**src/rtl/etl_pkg.sv**
```systemverilog
// Shared types, constants and helper functions for the expression token lexer.
package etl_pkg;

  // Identifier characters kept per token and derived widths
  localparam int NameChars = 8;
  localparam int NameBits  = 64;
  localparam int ValueBits = 31;
  localparam logic [ValueBits-1:0] ValueMax = {ValueBits{1'b1}};
  localparam logic [7:0] LengthMax = 8'hFF;

  // Result queue geometry
  localparam int QueueDepth = 4;
  localparam int QueuePtrW  = $clog2(QueueDepth);
  localparam int QueueCntW  = QueuePtrW + 1;

  // Keyword slots in the match vector
  localparam logic [1:0] KwExit  = 2'd0;
  localparam logic [1:0] KwWhile = 2'd1;
  localparam logic [1:0] KwIf    = 2'd2;
  localparam int KwCount = 3;

  typedef enum logic [4:0] {
    TK_END      = 5'd0,
    TK_SEMI     = 5'd1,
    TK_PLUS     = 5'd2,
    TK_MINUS    = 5'd3,
    TK_STAR     = 5'd4,
    TK_MODULO   = 5'd5,
    TK_SLASH    = 5'd6,
    TK_LPAREN   = 5'd7,
    TK_RPAREN   = 5'd8,
    TK_NUMBER   = 5'd9,
    TK_IDENT    = 5'd10,
    TK_EXIT     = 5'd11,
    TK_WHILE    = 5'd12,
    TK_IF       = 5'd13,
    TK_ASSIGN   = 5'd14,
    TK_EQ       = 5'd15,
    TK_LT       = 5'd16,
    TK_LE       = 5'd17,
    TK_GT       = 5'd18,
    TK_GE       = 5'd19,
    TK_NOT      = 5'd20,
    TK_NE       = 5'd21,
    TK_UNKNOWN  = 5'd22
  } token_kind_t;

  typedef enum logic [2:0] {
    MODE_IDLE   = 3'd0,
    MODE_NUMBER = 3'd1,
    MODE_IDENT  = 3'd2,
    MODE_ASSIGN = 3'd3,
    MODE_LT     = 3'd4,
    MODE_GT     = 3'd5,
    MODE_NOT    = 3'd6
  } pending_mode_t;

  typedef struct packed {
    token_kind_t           kind;
    logic [ValueBits-1:0]  value;
    logic [NameBits-1:0]   chars;
    logic [7:0]            length;
    logic                  truncated;
    logic                  overflow;
    logic                  last;
  } token_t;

  // Up to two tokens pushed per accepted byte
  typedef struct packed {
    logic [1:0] count;
    token_t     first;
    token_t     second;
  } push_t;

  function automatic token_t simple_token(input token_kind_t kind);
    token_t t;
    t = '0;
    t.kind = kind;
    return t;
  endfunction

  function automatic logic is_dec_digit(input logic [7:0] c);
    return (c >= "0") && (c <= "9");
  endfunction

  function automatic logic is_name(input logic [7:0] c);
    return ((c >= "a") && (c <= "z")) || ((c >= "A") && (c <= "Z")) || (c == "_");
  endfunction

  function automatic logic [7:0] kw_len(input logic [1:0] k);
    logic [7:0] len;
    case (k)
      KwExit:  len = 8'd4;
      KwWhile: len = 8'd5;
      KwIf:    len = 8'd2;
      default: len = 8'd0;
    endcase
    return len;
  endfunction

  // Character p of keyword k; only meaningful below kw_len(k)
  function automatic logic [7:0] kw_char(input logic [1:0] k, input logic [2:0] p);
    logic [7:0] ch;
    ch = 8'h00;
    case (k)
      KwExit: begin
        case (p)
          3'd0:    ch = "e";
          3'd1:    ch = "x";
          3'd2:    ch = "i";
          3'd3:    ch = "t";
          default: ch = 8'h00;
        endcase
      end
      KwWhile: begin
        case (p)
          3'd0:    ch = "w";
          3'd1:    ch = "h";
          3'd2:    ch = "i";
          3'd3:    ch = "l";
          3'd4:    ch = "e";
          default: ch = 8'h00;
        endcase
      end
      KwIf: begin
        case (p)
          3'd0:    ch = "i";
          3'd1:    ch = "f";
          default: ch = 8'h00;
        endcase
      end
      default: ch = 8'h00;
    endcase
    return ch;
  endfunction

endpackage

```
**src/rtl/etl_byte_if.sv**
```systemverilog
// Input channel carrying one source byte per request.
interface etl_byte_if;
  logic       valid;
  logic       ready;
  logic [7:0] text_byte;

  modport source (output valid, output text_byte, input ready);
  modport sink   (input valid, input text_byte, output ready);
endinterface

```
**src/rtl/etl_token_if.sv**
```systemverilog
// Output channel carrying one token per request.
interface etl_token_if;
  logic        valid;
  logic        ready;
  logic [4:0]  token_kind;
  logic [30:0] number_value;
  logic [63:0] name_chars;
  logic [7:0]  name_length;
  logic        name_truncated;
  logic        value_overflow;
  logic        last_of_run;

  modport source (output valid, output token_kind, output number_value, output name_chars,
                  output name_length, output name_truncated, output value_overflow,
                  output last_of_run, input ready);
  modport sink   (input valid, input token_kind, input number_value, input name_chars,
                  input name_length, input name_truncated, input value_overflow,
                  input last_of_run, output ready);
endinterface

```
**src/rtl/etl_front.sv**
```systemverilog
// Front end: accepts bytes, tracks the pending token and classifies each byte.
module etl_front
  import etl_pkg::*;
(
  input  logic         clk,
  input  logic         rst,
  etl_byte_if.sink     text_in,
  input  logic         space_ok,
  output push_t        push
);

  pending_mode_t        mode, mode_next;
  logic [ValueBits-1:0] acc, acc_next;
  logic                 ovf, ovf_next;
  logic [NameBits-1:0]  name_buffer, name_buffer_next;
  logic [7:0]           name_count, name_count_next;
  logic [KwCount-1:0]   kw_match, kw_match_next;

  logic [7:0]           c;
  logic                 accept;
  logic                 cont_num, cont_name, pair;
  logic                 flush_valid, char_valid;
  token_t               flush_tok, char_tok, pair_tok;
  token_kind_t          char_kind, ident_kind;
  pending_mode_t        char_mode;

  logic [NameBits-1:0]  base_buf, add_buf;
  logic [7:0]           base_cnt, add_cnt;
  logic [KwCount-1:0]   base_kw, add_kw;
  logic [ValueBits-1:0] base_acc, add_acc;
  logic [ValueBits+3:0] prod;
  logic                 add_sat;

  assign c      = text_in.text_byte;
  assign accept = text_in.valid && space_ok;
  assign text_in.ready = space_ok;

  assign cont_num  = (mode == MODE_NUMBER) && is_dec_digit(c);
  assign cont_name = (mode == MODE_IDENT) && is_name(c);
  assign pair      = (mode inside {MODE_ASSIGN, MODE_LT, MODE_GT, MODE_NOT}) && (c == "=");

  // Identifier extension: start from a clean buffer unless continuing
  always_comb begin
    base_buf = cont_name ? name_buffer : '0;
    base_cnt = cont_name ? name_count : 8'd0;
    base_kw  = cont_name ? kw_match : {KwCount{1'b1}};
    add_kw   = base_kw;
    for (int k = 0; k < KwCount; k++) begin
      if (!((base_cnt < kw_len(k[1:0])) && (kw_char(k[1:0], base_cnt[2:0]) == c)))
        add_kw[k] = 1'b0;
    end
    add_buf = base_buf;
    for (int i = 0; i < NameChars; i++) begin
      if (base_cnt == 8'(i))
        add_buf[8*i +: 8] = c;
    end
    add_cnt = (base_cnt == LengthMax) ? LengthMax : base_cnt + 8'd1;
  end

  // Decimal accumulate: acc * 10 + digit via shifts, saturating
  always_comb begin
    base_acc = cont_num ? acc : '0;
    prod = ({4'b0, base_acc} << 3) + ({4'b0, base_acc} << 1)
         + {{ValueBits{1'b0}}, c[3:0]};
    add_sat = (prod > {4'b0, ValueMax});
    add_acc = add_sat ? ValueMax : prod[ValueBits-1:0];
  end

  // Keyword resolution of the pending identifier
  always_comb begin
    ident_kind = TK_IDENT;
    if (kw_match[KwExit] && (name_count == kw_len(KwExit)))
      ident_kind = TK_EXIT;
    else if (kw_match[KwWhile] && (name_count == kw_len(KwWhile)))
      ident_kind = TK_WHILE;
    else if (kw_match[KwIf] && (name_count == kw_len(KwIf)))
      ident_kind = TK_IF;
  end

  // Token for whatever is pending when a byte cannot extend it
  always_comb begin
    flush_valid = 1'b1;
    flush_tok   = simple_token(TK_END);
    case (mode)
      MODE_NUMBER: begin
        flush_tok       = simple_token(TK_NUMBER);
        flush_tok.value = acc;
        flush_tok.overflow = ovf;
      end
      MODE_IDENT: begin
        flush_tok           = simple_token(ident_kind);
        flush_tok.chars     = name_buffer;
        flush_tok.length    = name_count;
        flush_tok.truncated = (name_count > 8'(NameChars));
      end
      MODE_ASSIGN: flush_tok = simple_token(TK_ASSIGN);
      MODE_LT:     flush_tok = simple_token(TK_LT);
      MODE_GT:     flush_tok = simple_token(TK_GT);
      MODE_NOT:    flush_tok = simple_token(TK_NOT);
      default:     flush_valid = 1'b0;
    endcase
  end

  // Two-character operators
  always_comb begin
    case (mode)
      MODE_ASSIGN: pair_tok = simple_token(TK_EQ);
      MODE_LT:     pair_tok = simple_token(TK_LE);
      MODE_GT:     pair_tok = simple_token(TK_GE);
      default:     pair_tok = simple_token(TK_NE);
    endcase
    pair_tok.last = 1'b1;
  end

  // Classify the byte from a clean state
  always_comb begin
    char_valid = 1'b1;
    char_kind  = TK_UNKNOWN;
    char_mode  = MODE_IDLE;
    case (c)
      8'h00: char_kind = TK_END;
      " ", 8'h0A: char_valid = 1'b0;
      ";": char_kind = TK_SEMI;
      "+": char_kind = TK_PLUS;
      "-": char_kind = TK_MINUS;
      "*": char_kind = TK_STAR;
      "%": char_kind = TK_MODULO;
      "/": char_kind = TK_SLASH;
      "(": char_kind = TK_LPAREN;
      ")": char_kind = TK_RPAREN;
      "=": begin char_valid = 1'b0; char_mode = MODE_ASSIGN; end
      "<": begin char_valid = 1'b0; char_mode = MODE_LT; end
      ">": begin char_valid = 1'b0; char_mode = MODE_GT; end
      "!": begin char_valid = 1'b0; char_mode = MODE_NOT; end
      default: begin
        if (is_dec_digit(c)) begin
          char_valid = 1'b0;
          char_mode  = MODE_NUMBER;
        end else if (is_name(c)) begin
          char_valid = 1'b0;
          char_mode  = MODE_IDENT;
        end
      end
    endcase
    char_tok = simple_token(char_kind);
  end

  // Next pending state and queue push
  always_comb begin
    mode_next        = mode;
    acc_next         = acc;
    ovf_next         = ovf;
    name_buffer_next = name_buffer;
    name_count_next  = name_count;
    kw_match_next    = kw_match;
    push             = '0;
    if (accept) begin
      if (cont_num) begin
        acc_next = add_acc;
        ovf_next = ovf | add_sat;
      end else if (cont_name) begin
        name_buffer_next = add_buf;
        name_count_next  = add_cnt;
        kw_match_next    = add_kw;
      end else if (pair) begin
        mode_next        = MODE_IDLE;
        acc_next         = '0;
        ovf_next         = 1'b0;
        name_buffer_next = '0;
        name_count_next  = 8'd0;
        kw_match_next    = {KwCount{1'b1}};
        push.count       = 2'd1;
        push.first       = pair_tok;
      end else begin
        mode_next        = char_mode;
        acc_next         = (char_mode == MODE_NUMBER) ? add_acc : '0;
        ovf_next         = 1'b0;
        name_buffer_next = (char_mode == MODE_IDENT) ? add_buf : '0;
        name_count_next  = (char_mode == MODE_IDENT) ? add_cnt : 8'd0;
        kw_match_next    = (char_mode == MODE_IDENT) ? add_kw : {KwCount{1'b1}};
        if (flush_valid && char_valid) begin
          push.count       = 2'd2;
          push.first       = flush_tok;
          push.second      = char_tok;
          push.second.last = 1'b1;
        end else if (flush_valid) begin
          push.count      = 2'd1;
          push.first      = flush_tok;
          push.first.last = 1'b1;
        end else if (char_valid) begin
          push.count      = 2'd1;
          push.first      = char_tok;
          push.first.last = 1'b1;
        end
      end
    end
  end

  always_ff @(posedge clk) begin
    if (rst) begin
      mode        <= MODE_IDLE;
      acc         <= '0;
      ovf         <= 1'b0;
      name_buffer <= '0;
      name_count  <= 8'd0;
      kw_match    <= {KwCount{1'b1}};
    end else begin
      mode        <= mode_next;
      acc         <= acc_next;
      ovf         <= ovf_next;
      name_buffer <= name_buffer_next;
      name_count  <= name_count_next;
      kw_match    <= kw_match_next;
    end
  end

endmodule

```
**src/rtl/etl_queue.sv**
```systemverilog
// Short token queue between front and back; takes up to two tokens a cycle.
module etl_queue
  import etl_pkg::*;
(
  input  logic   clk,
  input  logic   rst,
  input  push_t  push,
  output logic   space_ok,
  output logic   head_valid,
  output token_t head,
  input  logic   pop
);

  token_t                mem [QueueDepth];
  logic [QueuePtrW-1:0]  wr_ptr, wr_ptr_next;
  logic [QueuePtrW-1:0]  rd_ptr, rd_ptr_next;
  logic [QueueCntW-1:0]  count, count_next;
  logic [QueuePtrW-1:0]  wr_ptr_b;

  assign wr_ptr_b   = wr_ptr + QueuePtrW'(1);
  assign space_ok   = (count <= QueueCntW'(QueueDepth - 2));
  assign head_valid = (count != '0);
  assign head       = mem[rd_ptr];

  // Pointer and fill bookkeeping
  always_comb begin
    wr_ptr_next = wr_ptr + QueuePtrW'(push.count);
    rd_ptr_next = pop ? rd_ptr + QueuePtrW'(1) : rd_ptr;
    count_next  = count + QueueCntW'(push.count) - QueueCntW'(pop);
  end

  always_ff @(posedge clk) begin
    if (push.count != 2'd0)
      mem[wr_ptr] <= push.first;
    if (push.count == 2'd2)
      mem[wr_ptr_b] <= push.second;
  end

  always_ff @(posedge clk) begin
    if (rst) begin
      wr_ptr <= '0;
      rd_ptr <= '0;
      count  <= '0;
    end else begin
      wr_ptr <= wr_ptr_next;
      rd_ptr <= rd_ptr_next;
      count  <= count_next;
    end
  end

endmodule

```
**src/rtl/etl_back.sv**
```systemverilog
// Back end: drains the queue into the registered token output.
module etl_back
  import etl_pkg::*;
(
  input  logic         clk,
  input  logic         rst,
  input  logic         head_valid,
  input  token_t       head,
  output logic         pop,
  etl_token_if.source  token_out
);

  logic   out_valid;
  token_t out_tok;

  // Load the output register whenever it is empty or being taken
  assign pop = head_valid && (!out_valid || token_out.ready);

  always_ff @(posedge clk) begin
    if (rst)
      out_valid <= 1'b0;
    else if (!out_valid || token_out.ready)
      out_valid <= head_valid;
  end

  always_ff @(posedge clk) begin
    if (pop)
      out_tok <= head;
  end

  assign token_out.valid          = out_valid;
  assign token_out.token_kind     = out_tok.kind;
  assign token_out.number_value   = out_tok.value;
  assign token_out.name_chars     = out_tok.chars;
  assign token_out.name_length    = out_tok.length;
  assign token_out.name_truncated = out_tok.truncated;
  assign token_out.value_overflow = out_tok.overflow;
  assign token_out.last_of_run    = out_tok.last;

endmodule

```
**src/rtl/expression_token_lexer_core.sv**
```systemverilog
// Throughput: one byte per cycle while the queue has room; a byte giving two
// tokens needs one extra output slot, absorbed by the four-entry token queue.
// A token enters the queue at the edge that accepts its byte, then the output register.
// Input stalls only when the queue has fewer than two free entries.
// Reset (synchronous, rst high) clears the pending token, the queue and the output register.
// Top level of the expression token lexer.
module expression_token_lexer_core
  import etl_pkg::*;
(
  input  logic         clk,
  input  logic         rst,
  etl_byte_if.sink     text_in,
  etl_token_if.source  token_out
);

  push_t  push;
  logic   space_ok;
  logic   head_valid;
  token_t head;
  logic   pop;

  etl_front u_front (
    .clk      (clk),
    .rst      (rst),
    .text_in  (text_in),
    .space_ok (space_ok),
    .push     (push)
  );

  etl_queue u_queue (
    .clk        (clk),
    .rst        (rst),
    .push       (push),
    .space_ok   (space_ok),
    .head_valid (head_valid),
    .head       (head),
    .pop        (pop)
  );

  etl_back u_back (
    .clk        (clk),
    .rst        (rst),
    .head_valid (head_valid),
    .head       (head),
    .pop        (pop),
    .token_out  (token_out)
  );

endmodule
```
**src/flat_wrapper.sv**
```systemverilog
// flat-port wrapper written by rule: the top's interface ports become plain ports
module expression_token_lexer_core_flat import etl_pkg::*;
  (clk, rst, text_in_valid, text_in_text_byte, text_in_ready, token_out_valid, token_out_token_kind, token_out_number_value, token_out_name_chars, token_out_name_length, token_out_name_truncated, token_out_value_overflow, token_out_last_of_run, token_out_ready);
  etl_byte_if text_in_i ();
  etl_token_if token_out_i ();
  input  logic clk;
  input  logic rst;
  input wire logic [$bits(text_in_i.valid)-1:0] text_in_valid;
  input wire logic [$bits(text_in_i.text_byte)-1:0] text_in_text_byte;
  output wire logic [$bits(text_in_i.ready)-1:0] text_in_ready;
  output wire logic [$bits(token_out_i.valid)-1:0] token_out_valid;
  output wire logic [$bits(token_out_i.token_kind)-1:0] token_out_token_kind;
  output wire logic [$bits(token_out_i.number_value)-1:0] token_out_number_value;
  output wire logic [$bits(token_out_i.name_chars)-1:0] token_out_name_chars;
  output wire logic [$bits(token_out_i.name_length)-1:0] token_out_name_length;
  output wire logic [$bits(token_out_i.name_truncated)-1:0] token_out_name_truncated;
  output wire logic [$bits(token_out_i.value_overflow)-1:0] token_out_value_overflow;
  output wire logic [$bits(token_out_i.last_of_run)-1:0] token_out_last_of_run;
  input wire logic [$bits(token_out_i.ready)-1:0] token_out_ready;
  assign text_in_i.valid = text_in_valid;
  assign text_in_i.text_byte = text_in_text_byte;
  assign text_in_ready = text_in_i.ready;
  assign token_out_valid = token_out_i.valid;
  assign token_out_token_kind = token_out_i.token_kind;
  assign token_out_number_value = token_out_i.number_value;
  assign token_out_name_chars = token_out_i.name_chars;
  assign token_out_name_length = token_out_i.name_length;
  assign token_out_name_truncated = token_out_i.name_truncated;
  assign token_out_value_overflow = token_out_i.value_overflow;
  assign token_out_last_of_run = token_out_i.last_of_run;
  assign token_out_i.ready = token_out_ready;
  expression_token_lexer_core u_core (.clk(clk), .rst(rst), .text_in(text_in_i), .token_out(token_out_i));
endmodule
```
**config.mk**
```make
export PLATFORM = sky130hd
export DESIGN_NAME = expression_token_lexer_core_flat
export DESIGN_NICKNAME = d
export VERILOG_FILES = /design/src/rtl/etl_pkg.sv /design/src/rtl/etl_byte_if.sv /design/src/rtl/etl_token_if.sv /design/src/rtl/etl_front.sv /design/src/rtl/etl_queue.sv /design/src/rtl/etl_back.sv /design/src/rtl/expression_token_lexer_core.sv /design/src/flat_wrapper.sv
export SDC_FILE = /design/constraint.sdc
export NUM_CORES = 1
export LEC_CHECK = 0
export BUFFER_PORTS_ARGS = -buffer_cell sky130_fd_sc_hd__buf_2
export CAP_MARGIN = 0
export CORE_MARGIN = 2
export CORE_UTILIZATION = 40
export DETAILED_ROUTE_END_ITERATION = 10
export SLEW_MARGIN = 15
export SYNTH_ARGS = -nofsm -noshare
export SYNTH_HDL_FRONTEND = slang
export SYNTH_HIERARCHICAL = 1
export SYNTH_SLANG_ARGS = --single-unit
```
**constraint.sdc**
```tcl
create_clock -name clk -period 10.8 [get_ports clk]
set_input_delay 0.54 -clock clk [delete_from_list [all_inputs] [get_ports clk]]
set_output_delay 0.54 -clock clk [all_outputs]
set_load 0.02 [all_outputs]
```
# [Yosys cells after proc, flatten, opt, wreduce, memory -nomap -nowiden]
# Memories as Yosys holds them, arrays and structs flattened. A register that Yosys moved wholly into a read port is not among the register bits.
# Index checks and enable logic that the tools add are counted.
[op_classes] muxes=62 n_lt_le_gt_ge=12 addsub=8 div_mod_pow=0 bitwise=3 shifts=0 n_reduce_logical=32 n_eq_ne=43 mul=0
[ops] cell="224-bit 2-to-1 mux" n=3
[ops] cell="111-bit case mux with 6 select lines" n=1
[ops] cell="113-bit 2-to-1 mux" n=3
[ops] cell="111-bit case mux with 3 select lines" n=1
[ops] cell="64-bit 2-to-1 mux" n=4
[ops] cell="111-bit 2-to-1 mux" n=2
[ops] cell="31-bit 2-to-1 mux" n=6
[ops] cell="112-bit 2-to-1 mux" n=1
[ops] cell="8-bit by 6-bit == test with 1-bit output, second input constant" n=13
[ops] cell="8-bit 2-to-1 mux" n=13
[ops] cell="8-bit by 3-bit == test with 1-bit output, second input constant" n=6
[ops] cell="5-bit case mux with 9 select lines" n=1
[ops] cell="34-bit by 32-bit adder with 35-bit output" n=1
[ops] cell="35-bit by 4-bit adder with 35-bit output" n=1
[ops] cell="35-bit by 31-bit > comparator with 1-bit output, second input constant" n=1
[ops] cell="7-bit case mux with 5 select lines" n=1
[ops] cell="7-bit case mux with 4 select lines" n=1
[ops] cell="8-bit by 2-bit == test with 1-bit output, second input constant" n=3
[ops] cell="8-bit == test" n=3
[ops] cell="3-bit 2-to-1 mux" n=8
[ops] cell="8-bit by 7-bit >= comparator with 1-bit output, second input constant" n=2
[ops] cell="8-bit by 7-bit less-or-equal comparator with 1-bit output, second input constant" n=2
[ops] cell="8-bit logical NOT" n=2
[ops] cell="8-bit by 3-bit < comparator with 1-bit output, second input constant" n=2
[ops] cell="38 further kinds" n=79
[totals] out_inout_bits=113 mem_bits_ro=0 ramBits=444 inputBits=12 latchBits=0 reg_bits=118 n_memories=1
[memory_table] memory="u_core.u_queue.mem" depth=4 width=111 read_ports=1 rd_ports_with_merged_regs=1 wr=2 line_no="etl_queue.sv:14" rtl="token_t mem [QueueDepth];"

# [Logic depth before layout (Yosys ltp)]
# Gate-level depths: netlist of the first run.
[depth] word_depth=17 mapped_depth=18

# [Modules after synthesis]
# The synthesis of the first run kept the hierarchy.
[modules_own_cells] mod="etl_queue" seq_area_each_um2=13513.0 area_each_um2=21878.5 n_inst=1 cells_each=1119
[modules_own_cells] mod="etl_front" seq_area_each_um2=2202.1 area_each_um2=9110.0 n_inst=1 cells_each=1203
[modules_own_cells] mod="etl_back" seq_area_each_um2=3353.2 area_each_um2=3388.2 n_inst=1 cells_each=116

# [Worst setup path before layout of the first run]
# Ideal clock, no wire load.
[synth_timing] kind="input to register" startpoint="input text_in_text_byte[0]" endpoint="memory u_core/u_queue/mem[0][0] in the netlist's numbering (enable)" t_arrival_ns=10.503 t_required_ns=10.057 slack_ns=-0.446 stages=13 cell_sequence="clkbuf_2 > and2_1 > o2111a_1 > nor2_1 > nand2_1 > nand2_1 > nor2_1 > nand2_1 > inv_1 > buf_4 > buf_2 > nor2_1 > o31ai_1"
[synth_lines] item="start, declared" line_no="flat_wrapper.sv:9" rtl="input wire logic [$bits(text_in_i.text_byte)-1:0] text_in_text_byte;"
[synth_lines] item="end, declared" line_no="etl_queue.sv:14"

==> results of run 1 <==
-- flip-flops by register name (all words and copies together), names as in the netlist, 3 cells and up, named ones only --
signal                                flops
u_core/u_front/name_buffer               64
u_core/u_front/kw_match                   3
u_core/u_back/token_out.name_chars       64
u_core/u_queue/mem                      444
u_core/u_front/acc                       31
u_core/u_back/token_out.name_length       8
u_core/u_front/name_count                 8
u_core/u_back/token_out.token_kind        5
u_core/u_front/mode                       3
u_core/u_queue/count                      3
u_core/u_back/token_out.number_value     31
-- area by class of cell --
type | count | area (µm²) | share of cell area [%]
diodes | 1 | 2.502 | 0.006581
clock buffers | 117 | 2263 | 5.952
clock inverters | 25 | 266.5 | 0.7008
inverters | 28 | 105.1 | 0.2764
multi-input cells | 1585 | 14020 | 36.87
flip-flops and latches | 675 | 19080 | 50.16
well taps | 1144 | 1431 | 3.764
repair buffers | 156 | 860.8 | 2.264
-- tightest hold or removal path, cell delays in order --
cell	delay, ns
buf_2	0.08
nand2b_4	0.12
a21oi_2	0.05
-- power by group --
group	switching, W	internal (W)
registers	0.000165	0.00334
logic	0.00101	0.000564
clock network	0.00109	0.00149
-- per-layer routing --
layer	track usage [%]	share of wire (%)	up-vias
met2	33.29	52	446
li1	-	-	9302
met3	3.199	4.1	115
met5	0	0.073	-
met4	4.834	2.0	10
met1	23.16	42	10230
-- Yosys cell counts (5+ instances only) --
cell type	instances
nor3_1	21
nor2b_1	13
xor2_1	17
a22oi_1	60
nand4_1	11
mux2_1	186
mux4_2	111
buf_1	11
o21ai_1	6
nor4_1	9
ha_1	71
dfxtp_1	120
nor2_1	119
edfxtp_1	555
o21ai_0	52
clkbuf_1	66
xnor2_1	17
and2_1	145
a31oi_1	23
mux2i_1	5
nand3_1	19
inv_1	28
a211oi_1	11
o211ai_1	12
buf_6	28
buf_2	29
nand2b_1	9
buf_4	119
a21oi_1	70
and3_1	26
nand2_1	105
a21o_1	10
mux2_2	260
-- cells in the final DEF (no fill, tap or decap), types with 11 or more instances in the layout --
cell type / netlist / routed
and3_1: 26 / 26
a22oi_1: 60 / 60
nand4_1: 11 / 11
nor3_1: 21 / 20
ha_1: 71 / 71
nor2b_1: 13 / 12
inv_1: 28 / 28
buf_2: 29 / 124
nand2_1: 105 / 105
buf_4: 119 / 32
clkbuf_16: 0 / 81
a21oi_1: 70 / 70
edfxtp_1: 555 / 555
clkbuf_1: 66 / 25
mux2_2: 260 / 260
a211oi_1: 11 / 11
mux2_1: 186 / 186
a31oi_1: 23 / 23
mux4_2: 111 / 111
nand3_1: 19 / 19
o21ai_0: 52 / 52
xnor2_1: 17 / 17
nor2_1: 119 / 117
xor2_1: 17 / 17
o211ai_1: 12 / 12
dfxtp_1: 120 / 118
conb_1: 1 / 105
and2_1: 145 / 145
-- through the flow --
step | std cells | total power (W)
2_1_floorplan | 2542 | 0.004622
3_3_place_gp | 3588 | 0.005187
3_5_place_dp | 3588 | 0.005198
4_1_cts | 3730 | 0.007804
5_1_grt | 3731 | 0.007987
6_report | 3731 | 0.007661
-- logic make-up (layout without fill, tap and decap cells) --
logic type / Yosys count / count (layout) / synth area share (%)
mux: 562 / 562 / 22.03
xor+xnor: 37 / 37 / 1.045
fa+ha+maj: 73 / 73 / 2.701
flops: 675 / 675 / 55.47
other cells: 1 / 106 / 0.01091
simple gates: 511 / 511 / 7.814
compound gates: 297 / 297 / 5.835
buf+inv: 282 / 326 / 5.099
-- worst paths after layout --
| kind | end | from |
|---|---|---|
| setup reg to reg | u_core/u_queue/mem[2][33]$_DFFE_PP_ | u_core/u_queue/count[0]$_SDFF_PP0_ |
| hold reg to reg | u_core/u_front/ovf$_SDFFE_PP0P_ | u_core/u_front/ovf$_SDFFE_PP0P_ |
| hold / removal | u_core/u_back/token_out.valid$_SDFFE_PP0P_ | token_out_ready |
| setup / recovery | u_core/u_queue/mem[2][33]$_DFFE_PP_ | u_core/u_queue/count[0]$_SDFF_PP0_ |
==> flow_summary.yaml, run 1 <==
final_layout:
  fill_cells: 7640
  utilization_pct: 44.66
  drive_above_1_share_pct: 26.26
  layout.nets: 2609
  stdcell_area_um2: 38030
  areaGrowthSynthToFinish_pct: 10.62
timing:
  whs_ns: 0.1939
  tightest_slew_ns: 1.142
  fin_ws_ns: 4.601
  setup_violations: 0
  slew_violations: 0
  maxSlewHeadroom_pct: 23.85
  rsz0062_at_grt: "no"
  clock.fmax_mhz: 161.3
  period_needed_ns: 6.199
  fin_crit_sh_pct: 57.40
  finClkSkew_ns: 0.02042
  setup_tns_ns: 0
  finalHoldViolCount: 0
die:
  start_util_pct: 40.37
  core_area_um2: 85150
  die_h_um: 297.2
  die_x_um: 297.2
  io_pins: 125
  num_rows: 107
  dieArea_um2: 88300
critical_path:
  cpMostUsedCell: "buf_4"
  slowest_stage: "buf_4"
  cp_num_buf_inv: 5
  reg2reg_slack_ns: 4.60
  cp.required_ns: 11.18
  timing.critical_path.depth: 13
  worstSetupPathType: "reg -> reg"
  worstPathCellList: "a21oi_1 > nand2_1 > nor2_1 > buf_4 > nand2_1 > buf_4 > nor2_1 > nand2_1 > inv_1 > and4bb_4 > buf_4 > buf_4 > mux2_2"
  slowest_delay_ns: 0.92
  crit_fanout: 58
  crit_path_end_kind: "register"
  worst_ep_arrival_time_ns: 6.58
  cp_top_family: "buffers and inverters"
  r2r_cells: 13
  crit_path_start_kind: "register"
clock_tree:
  cts_resized: 0
  cts_setup_buffers: 0
  cts.path.max_buffers: 3
  ctsHoldBuffers: 0
  cts_sinks: 675
  htreeDepth: 3
  cts_made_buffers: 78
  clkSlewWorstSetupHoldPaths_ns: 0.06
  cts_tree: "done"
  clk_latency_ns: 0.64
  ctsRootBufferMaster: "clkbuf_16"
detailed_routing:
  detail_route.wl_per_cell_um: 22.32
  drtAntennaViolNets: 0
  vias_per_cell: 5.388
  drc_errors: 0
  dr.pass1.iters: 5
  wirelength_um: 83280
  via_count: 20100
  drtIter0Drc: 1636
pwr:
  power_density_nw_per_um2: 201.5
  vdd_drop_max_mv: 0.1344
  leakagePower_nw: 14.68
place:
  portBuffers: 124
  post-place-ws_ns: 4.393
  gp_congestion: 0.8589
  hpwl_um: 50890
  place_area_um2: 35490
global_route:
  track_usage_pct: 18.59
  grt_pass1_vias: 21030
  grt_antenna_before_repair: 7
  grt.overflow.total: 0
  grt_max_degree: 75
  grt_pass1_wl_um: 127400
yosys:
  synth_area_per_cell_um2: 14.10
  netlist_area_um2: 34380
  seq_area_frac_synth_pct: 55.47
  synthArstFlopShare_pct: 0
  synth_edf_count: 555
  ys_seq_elements: 675
  ys_top_cells_by_area: "edfxtp_1 (48%), mux2_2 (8.5%), mux4_2 (7.3%)"
  synth_ff_type: "edfxtp_1"
  synth.largest_area_cell: "edfxtp_1"
  ys.warnings.count: 6
  synthCells: 2438
  synth.top_cell.area_share_pct: 48.48
  synth_cell_types: 91
outcome:
  status: "complete, no violations"
min_path:
  min_path_cells: 3
  min_path_type: "in -> reg"
flow_run:
  cap_violations: 0
Note: power is estimated with default switching activity, not from simulation.
==> run 2, diff against run 1 <==
==> constraint.sdc (replaced) <==
create_clock -name clk -period 5.7 [get_ports clk]
set_input_delay 0.285 -clock clk [delete_from_list [all_inputs] [get_ports clk]]
set_output_delay 0.285 -clock clk [all_outputs]
set_load 0.02 [all_outputs]
==> flow_summary.yaml, run 2 (synthesis results as in run 1) <==
outcome:
  status: "complete, no violations"
global_route:
  grt.overflow.total: 0
  grt_pass1_vias: 21190
  grt_antenna_before_repair: 3
  grt_max_degree: 112
  grt_pass1_wl_um: 128000
  track_usage_pct: 18.81
clock_tree:
  cts_resized: 0
  clkSlewWorstSetupHoldPaths_ns: 0.06
  htreeDepth: 3
  ctsRootBufferMaster: "clkbuf_16"
  ctsHoldBuffers: 1
  cts_sinks: 675
  cts_tree: "done"
  cts_made_buffers: 77
  clk_latency_ns: 0.62
  cts_setup_buffers: 0
  cts.path.max_buffers: 3
final_layout:
  stdcell_area_um2: 38220
  layout.nets: 2625
  fill_cells: 7682
  n_antenna_cell: 0
  final_common_cell: "edfxtp_1"
  largest_register_ffs: 444
  areaGrowthSynthToFinish_pct: 11.18
  layout_common_cells: "edfxtp_1 (555), mux2_2 (260), mux2_1 (186)"
  drive_above_1_share_pct: 26.59
  regMostFlops: "u_core/u_queue/mem"
place:
  place_area_um2: 35810
  hpwl_um: 50190
  portBuffers: 124
  gp_congestion: 0.8293
critical_path:
  crit_path_start_kind: "register"
  worst_ep_arrival_time_ns: 5.40
  cp.required_ns: 6.17
  cp_num_buf_inv: 2
  slowest_delay_ns: 0.57
  slowest_stage: "dfxtp_1"
  reg2reg_slack_ns: 0.77
  crit_fanout: 31
  worstPathCellList: "nand2b_1 > nor4b_4 > buf_4 > and2_1 > ha_1 > ha_1 > o211ai_1 > o211ai_2 > a221oi_4 > o21ai_2 > a2111o_1 > a221o_2 > o31ai_4 > buf_12 > o211ai_1"
  worstSetupPathType: "reg -> reg"
  crit_path_end_kind: "register"
  cp_top_family: "compound AO/OA/AOI/OAI gates"
timing:
  tightest_slew_ns: 1.077
  period_needed_ns: 4.931
  maxSlewHeadroom_pct: 28.20
  setup_tns_ns: 0
  setup_violations: 0
  clock.fmax_mhz: 202.8
  fin_crit_sh_pct: 86.50
  rsz0062_at_grt: "no"
  finClkSkew_ns: 0.01495
  finalHoldViolCount: 0
  slew_violations: 0
pwr:
  power_density_nw_per_um2: 375.0
  p_int_w: 0.01013
  leakagePower_nw: 14.76
  pwr-share-comb_pct: 21.5
  switchingPower_w: 0.004199
  seqPwrFrac_pct: 45.7
  switching_share_pct: 29.30
  vdd_drop_max_mv: 0.2793
  clockPowerShare_pct: 32.9
  finalPower_w: 0.01433
detailed_routing:
  via_count: 20090
  dr.pass1.iters: 7
  wirelength_um: 83650
  drtAntennaViolNets: 0
  vias_per_cell: 5.362
  detail_route.wl_per_cell_um: 22.33
  drtIter0Drc: 1122
  drc_errors: 0
die:
  num_rows: 107
  die_x_um: 297.2
  core_area_um2: 85150
  io_pins: 125
  dieArea_um2: 88300
  die_h_um: 297.2
  start_util_pct: 40.37
min_path:
  min_path_type: "in -> reg"
flow_run:
  cap_violations: 0
run 2: cell count changes in the layout (fill, tap and decap cells not counted), sizes merged:
cell / change
buf: +16
clkbuf: -4
clkinv: +1
diode: -1
dlygate4sd3: +1
inv: +2
run 2: power groups by stage:
stage | Sequential, W | Combinational, W | Clock (W)
finish | 0.00655 | 0.00307 | 0.00471
global placement | 0.00665 | 0.00314 | 0
detailed placement | 0.00667 | 0.00316 | 0
global route | 0.00663 | 0.00330 | 0.00503
CTS | 0.00657 | 0.00317 | 0.00485
floorplan | 0.00718 | 0.00155 | 0
run 2: worst paths after layout:
kind / start / endpoint / depth (start not counted)
min reg2reg: u_core/u_front/name_buffer[23]$_SDFFE_PP0P_ / u_core/u_front/name_buffer[23]$_SDFFE_PP0P_ / 1
max reg2reg: u_core/u_front/mode[0]$_SDFFE_PP0P_ / u_core/u_front/acc[30]$_SDFFE_PP0P_ / 15
min: text_in_text_byte[7] / u_core/u_front/kw_match[1]$_SDFFE_PP1P_ / 4
max: u_core/u_front/mode[0]$_SDFFE_PP0P_ / u_core/u_front/acc[30]$_SDFFE_PP0P_ / 15
run 2: worst reg2reg max path, cell delays in order, from the launching register on:
cell	delay, ns
dfxtp_1	0.57
nand2b_1	0.24
nor4b_4	0.43
buf_4	0.39
and2_1	0.22
ha_1	0.24
ha_1	0.35
o211ai_1	0.30
o211ai_2	0.15
a221oi_4	0.35
o21ai_2	0.14
a2111o_1	0.40
a221o_2	0.47
o31ai_4	0.24
buf_12	0.18
o211ai_1	0.09
run 2: final cells by class:
class	instances	area [µm²]	area share [%]
repair buffers	173	1191	3.117
well taps	1144	1431	3.745
inverters	28	105.1	0.2750
clock buffers	113	2183	5.713
multi-input cells	1585	14020	36.69
clock inverters	28	211.5	0.5533
flip-flops and latches	675	19080	49.91
run 2: through the flow:
step | setup slack, ns | hold WS, ns | util, % | std cells
after floorplan | 0.03082 | 0.3474 | - | 2542
after global placement | 0.8743 | 0.4616 | 42.06 | 3604
after detailed placement | 0.7298 | 0.4600 | 42.06 | 3604
after CTS | 0.7895 | 0.04416 | 44.89 | 3746
after global routing | 0.4346 | 0.09069 | 44.89 | 3746
final | 0.7694 | 0.08919 | 44.89 | 3746
run 2: metal layers:
| layer | part of all wire (%) | vias to the layer above | GRT usage [%] |
|---|---|---|---|
| li1 | - | 9370 | - |
| met1 | 43 | 10160 | 23.52 |
| met5 | 0.044 | - | 0 |
| met3 | 4.2 | 124 | 3.396 |
| met4 | 2.4 | 6 | 5.243 |
| met2 | 51 | 421 | 33.30 |
==> run 3, diff against run 2 <==
--- a/config.mk
+++ b/config.mk
@@ -7,7 +7,6 @@
 export LEC_CHECK = 0
 export BUFFER_PORTS_ARGS = -buffer_cell sky130_fd_sc_hd__buf_2
 export CAP_MARGIN = 0
-export CORE_MARGIN = 2
 export CORE_UTILIZATION = 40
 export DETAILED_ROUTE_END_ITERATION = 10
 export SLEW_MARGIN = 15
==> flow_summary.yaml, run 3 (synthesis results as in run 1) <==
pwr:
  leakagePower_nw: 14.75
  vdd_drop_max_mv: 0.2429
  pwr-share-comb_pct: 21.1
  clockPowerShare_pct: 33.2
  switchingPower_w: 0.004242
  p_int_w: 0.01019
  switching_share_pct: 29.39
  seqPwrFrac_pct: 45.7
  power_density_nw_per_um2: 377.6
timing:
  finalHoldViolCount: 0
  clock.fmax_mhz: 207.0
  setup_violations: 0
  rsz0062_at_grt: "no"
  maxSlewHeadroom_pct: 32.89
  tightest_slew_ns: 1.003
  fin_crit_sh_pct: 84.75
  finClkSkew_ns: 0.04053
  period_needed_ns: 4.831
  slew_violations: 0
  setup_tns_ns: 0
detailed_routing:
  drtAntennaViolNets: 0
  drtIter0Drc: 1545
  dr.pass1.iters: 6
  via_count: 20150
  detail_route.wl_per_cell_um: 22.31
  vias_per_cell: 5.386
  wirelength_um: 83480
  drc_errors: 0
clock_tree:
  clkSlewWorstSetupHoldPaths_ns: 0.07
  cts_made_buffers: 76
  htreeDepth: 3
  cts.path.max_buffers: 3
  ctsRootBufferMaster: "clkbuf_16"
  cts_setup_buffers: 0
  cts_sinks: 675
  clk_latency_ns: 0.64
  cts_tree: "done"
critical_path:
  crit_fanout: 14
  slowest_stage: "dfxtp_1"
  cp_top_family: "simple AND/OR/NAND/NOR gates"
  crit_path_end_kind: "register"
  worstSetupPathType: "reg -> reg"
  cp_num_buf_inv: 2
  timing.critical_path.depth: 16
  timing.rr.start: "u_core/u_front/mode[0]$_SDFFE_PP0P_"
  slowest_delay_ns: 0.56
  worstPathCellList: "nand2b_1 > nor4b_4 > buf_4 > and2_1 > ha_1 > ha_1 > inv_1 > fa_1 > nand2b_1 > a21oi_1 > o21ai_1 > a2111oi_2 > o21ai_0 > xnor2_2 > nor3_4 > a31oi_1"
  cp-startpoint: "u_core/u_front/mode[0]$_SDFFE_PP0P_"
  endpoint: "u_core/u_front/acc[12]$_SDFFE_PP0P_"
  r2r_cells: 16
  reg2reg_slack_ns: 0.87
  cp.required_ns: 6.18
  worst_ep_arrival_time_ns: 5.31
  crit_path_start_kind: "register"
  timing.rr.end: "u_core/u_front/acc[12]$_SDFFE_PP0P_"
die:
  io_pins: 125
  dieArea_um2: 87120
  core_area_um2: 85150
  start_util_pct: 40.37
  die_h_um: 295.2
  num_rows: 107
  die_x_um: 295.2
global_route:
  track_usage_pct: 19.23
  grt_antenna_before_repair: 5
  grt_pass1_wl_um: 127300
  grt_max_degree: 112
  grt_pass1_vias: 21200
  grt.overflow.total: 0
flow_run:
  cap_violations: 0
final_layout:
  largest_register_ffs: 444
  regMostFlops: "u_core/u_queue/mem"
  stdcell_count: 3741
  layout_common_cells: "edfxtp_1 (555), mux2_2 (260), mux2_1 (186)"
  n_antenna_cell: 0
  drive_above_1_share_pct: 26.38
  areaGrowthSynthToFinish_pct: 11.16
  final_common_cell: "edfxtp_1"
  layout.nets: 2620
place:
  portBuffers: 124
  gp_congestion: 0.8521
  dp_cells: 3600
  hpwl_um: 49610
outcome:
  status: "complete, no violations"
min_path:
  min_path_type: "in -> reg"
  min_path_cells: 2
==> run 3: changes by cell type in the layout (fill, tap and decap cells not counted), moves of 2 or more <==
cell and change:
clkinv_16 +2, clkinv_2 -6, clkbuf_16 +2, inv_6 +2, buf_12 -3, clkinv_1 +3
==> run 3: worst min-delay path by stage <==
| stage | start | end | slack (ns) |
|---|---|---|---|
| final | rst | u_core/u_front/name_count[2]$_SDFFE_PP0P_ | 0.07 |
| after floorplan | rst | u_core/u_back/token_out.valid$_SDFFE_PP0P_ | 0.35 |
| after detailed placement | u_core/u_front/name_buffer[23]$_SDFFE_PP0P_ | u_core/u_front/name_buffer[23]$_SDFFE_PP0P_ | 0.46 |
| after global routing | rst | u_core/u_front/name_count[2]$_SDFFE_PP0P_ | 0.06 |
| after CTS | text_in_text_byte[7] | u_core/u_front/kw_match[1]$_SDFFE_PP1P_ | 0.03 |
| after global placement | u_core/u_front/name_buffer[23]$_SDFFE_PP0P_ | u_core/u_front/name_buffer[23]$_SDFFE_PP0P_ | 0.46 |
==> run 3: metrics by stage <==
stage / setup WS, ns / power (W) / cell area [µm²] / util [%] / hold slack [ns]
2_1_floorplan: 0.03082 / 0.008733 / 34790 / - / 0.3474
3_3_place_gp: 0.8772 / 0.009790 / 35750 / 41.98 / 0.4611
3_5_place_dp: 0.7398 / 0.009831 / 35750 / 41.98 / 0.4639
4_1_cts: 0.8251 / 0.01469 / 38210 / 44.88 / 0.03057
5_1_grt: 0.4391 / 0.01508 / 38210 / 44.88 / 0.06420
6_report: 0.8693 / 0.01443 / 38210 / 44.88 / 0.06812
==> run 3: repair_timing <==
| item | CTS | global route |
|---|---|---|
| hold buffers | 1 | 0 |
| gates resized for setup | 0 | 0 |
| endpoints found under the hold margin | 1 | 0 |
==> run 3: worst reg2reg max path, stage by stage (launching register included) <==
cell and delay, ns:
dfxtp_1 0.56, nand2b_1 0.21, nor4b_4 0.37, buf_4 0.25
and2_1 0.17, ha_1 0.13, ha_1 0.21, inv_1 0.07
fa_1 0.39, nand2b_1 0.18, a21oi_1 0.29, o21ai_1 0.22
a2111oi_2 0.46, o21ai_0 0.23, xnor2_2 0.26, nor3_4 0.54
a31oi_1 0.17
==> run 3: layout make-up <==
| class | count | area (µm²) |
|---|---|---|
| tap | 1144 | 1431 |
| fill | 7695 | 46930 |
| clock inverter | 26 | 226.5 |
| multi-input combinational | 1585 | 14020 |
| clock buffer | 114 | 2230 |
| inverter | 28 | 105.1 |
| sequential | 675 | 19080 |
| timing repair buffer | 169 | 1124 |
==> run 3: power by group through the flow <==
| stage | logic (W) | registers (W) | clock network (W) |
|---|---|---|---|
| after floorplan | 0.00155 | 0.00718 | 0 |
| after global placement | 0.00309 | 0.00670 | 0 |
| after detailed placement | 0.00312 | 0.00671 | 0 |
| after CTS | 0.00313 | 0.00662 | 0.00495 |
| after global routing | 0.00327 | 0.00668 | 0.00513 |
| final | 0.00304 | 0.00659 | 0.00480 |
==> run 3: routing by layer <==
metal	up-vias	share of wire, %	global-route usage [%]
li1	9341	-	-
met1	10260	43	24.41
met2	437	51	34.27
met3	103	4.7	3.112
met4	6	1.4	4.259
met5	-	0.043	0
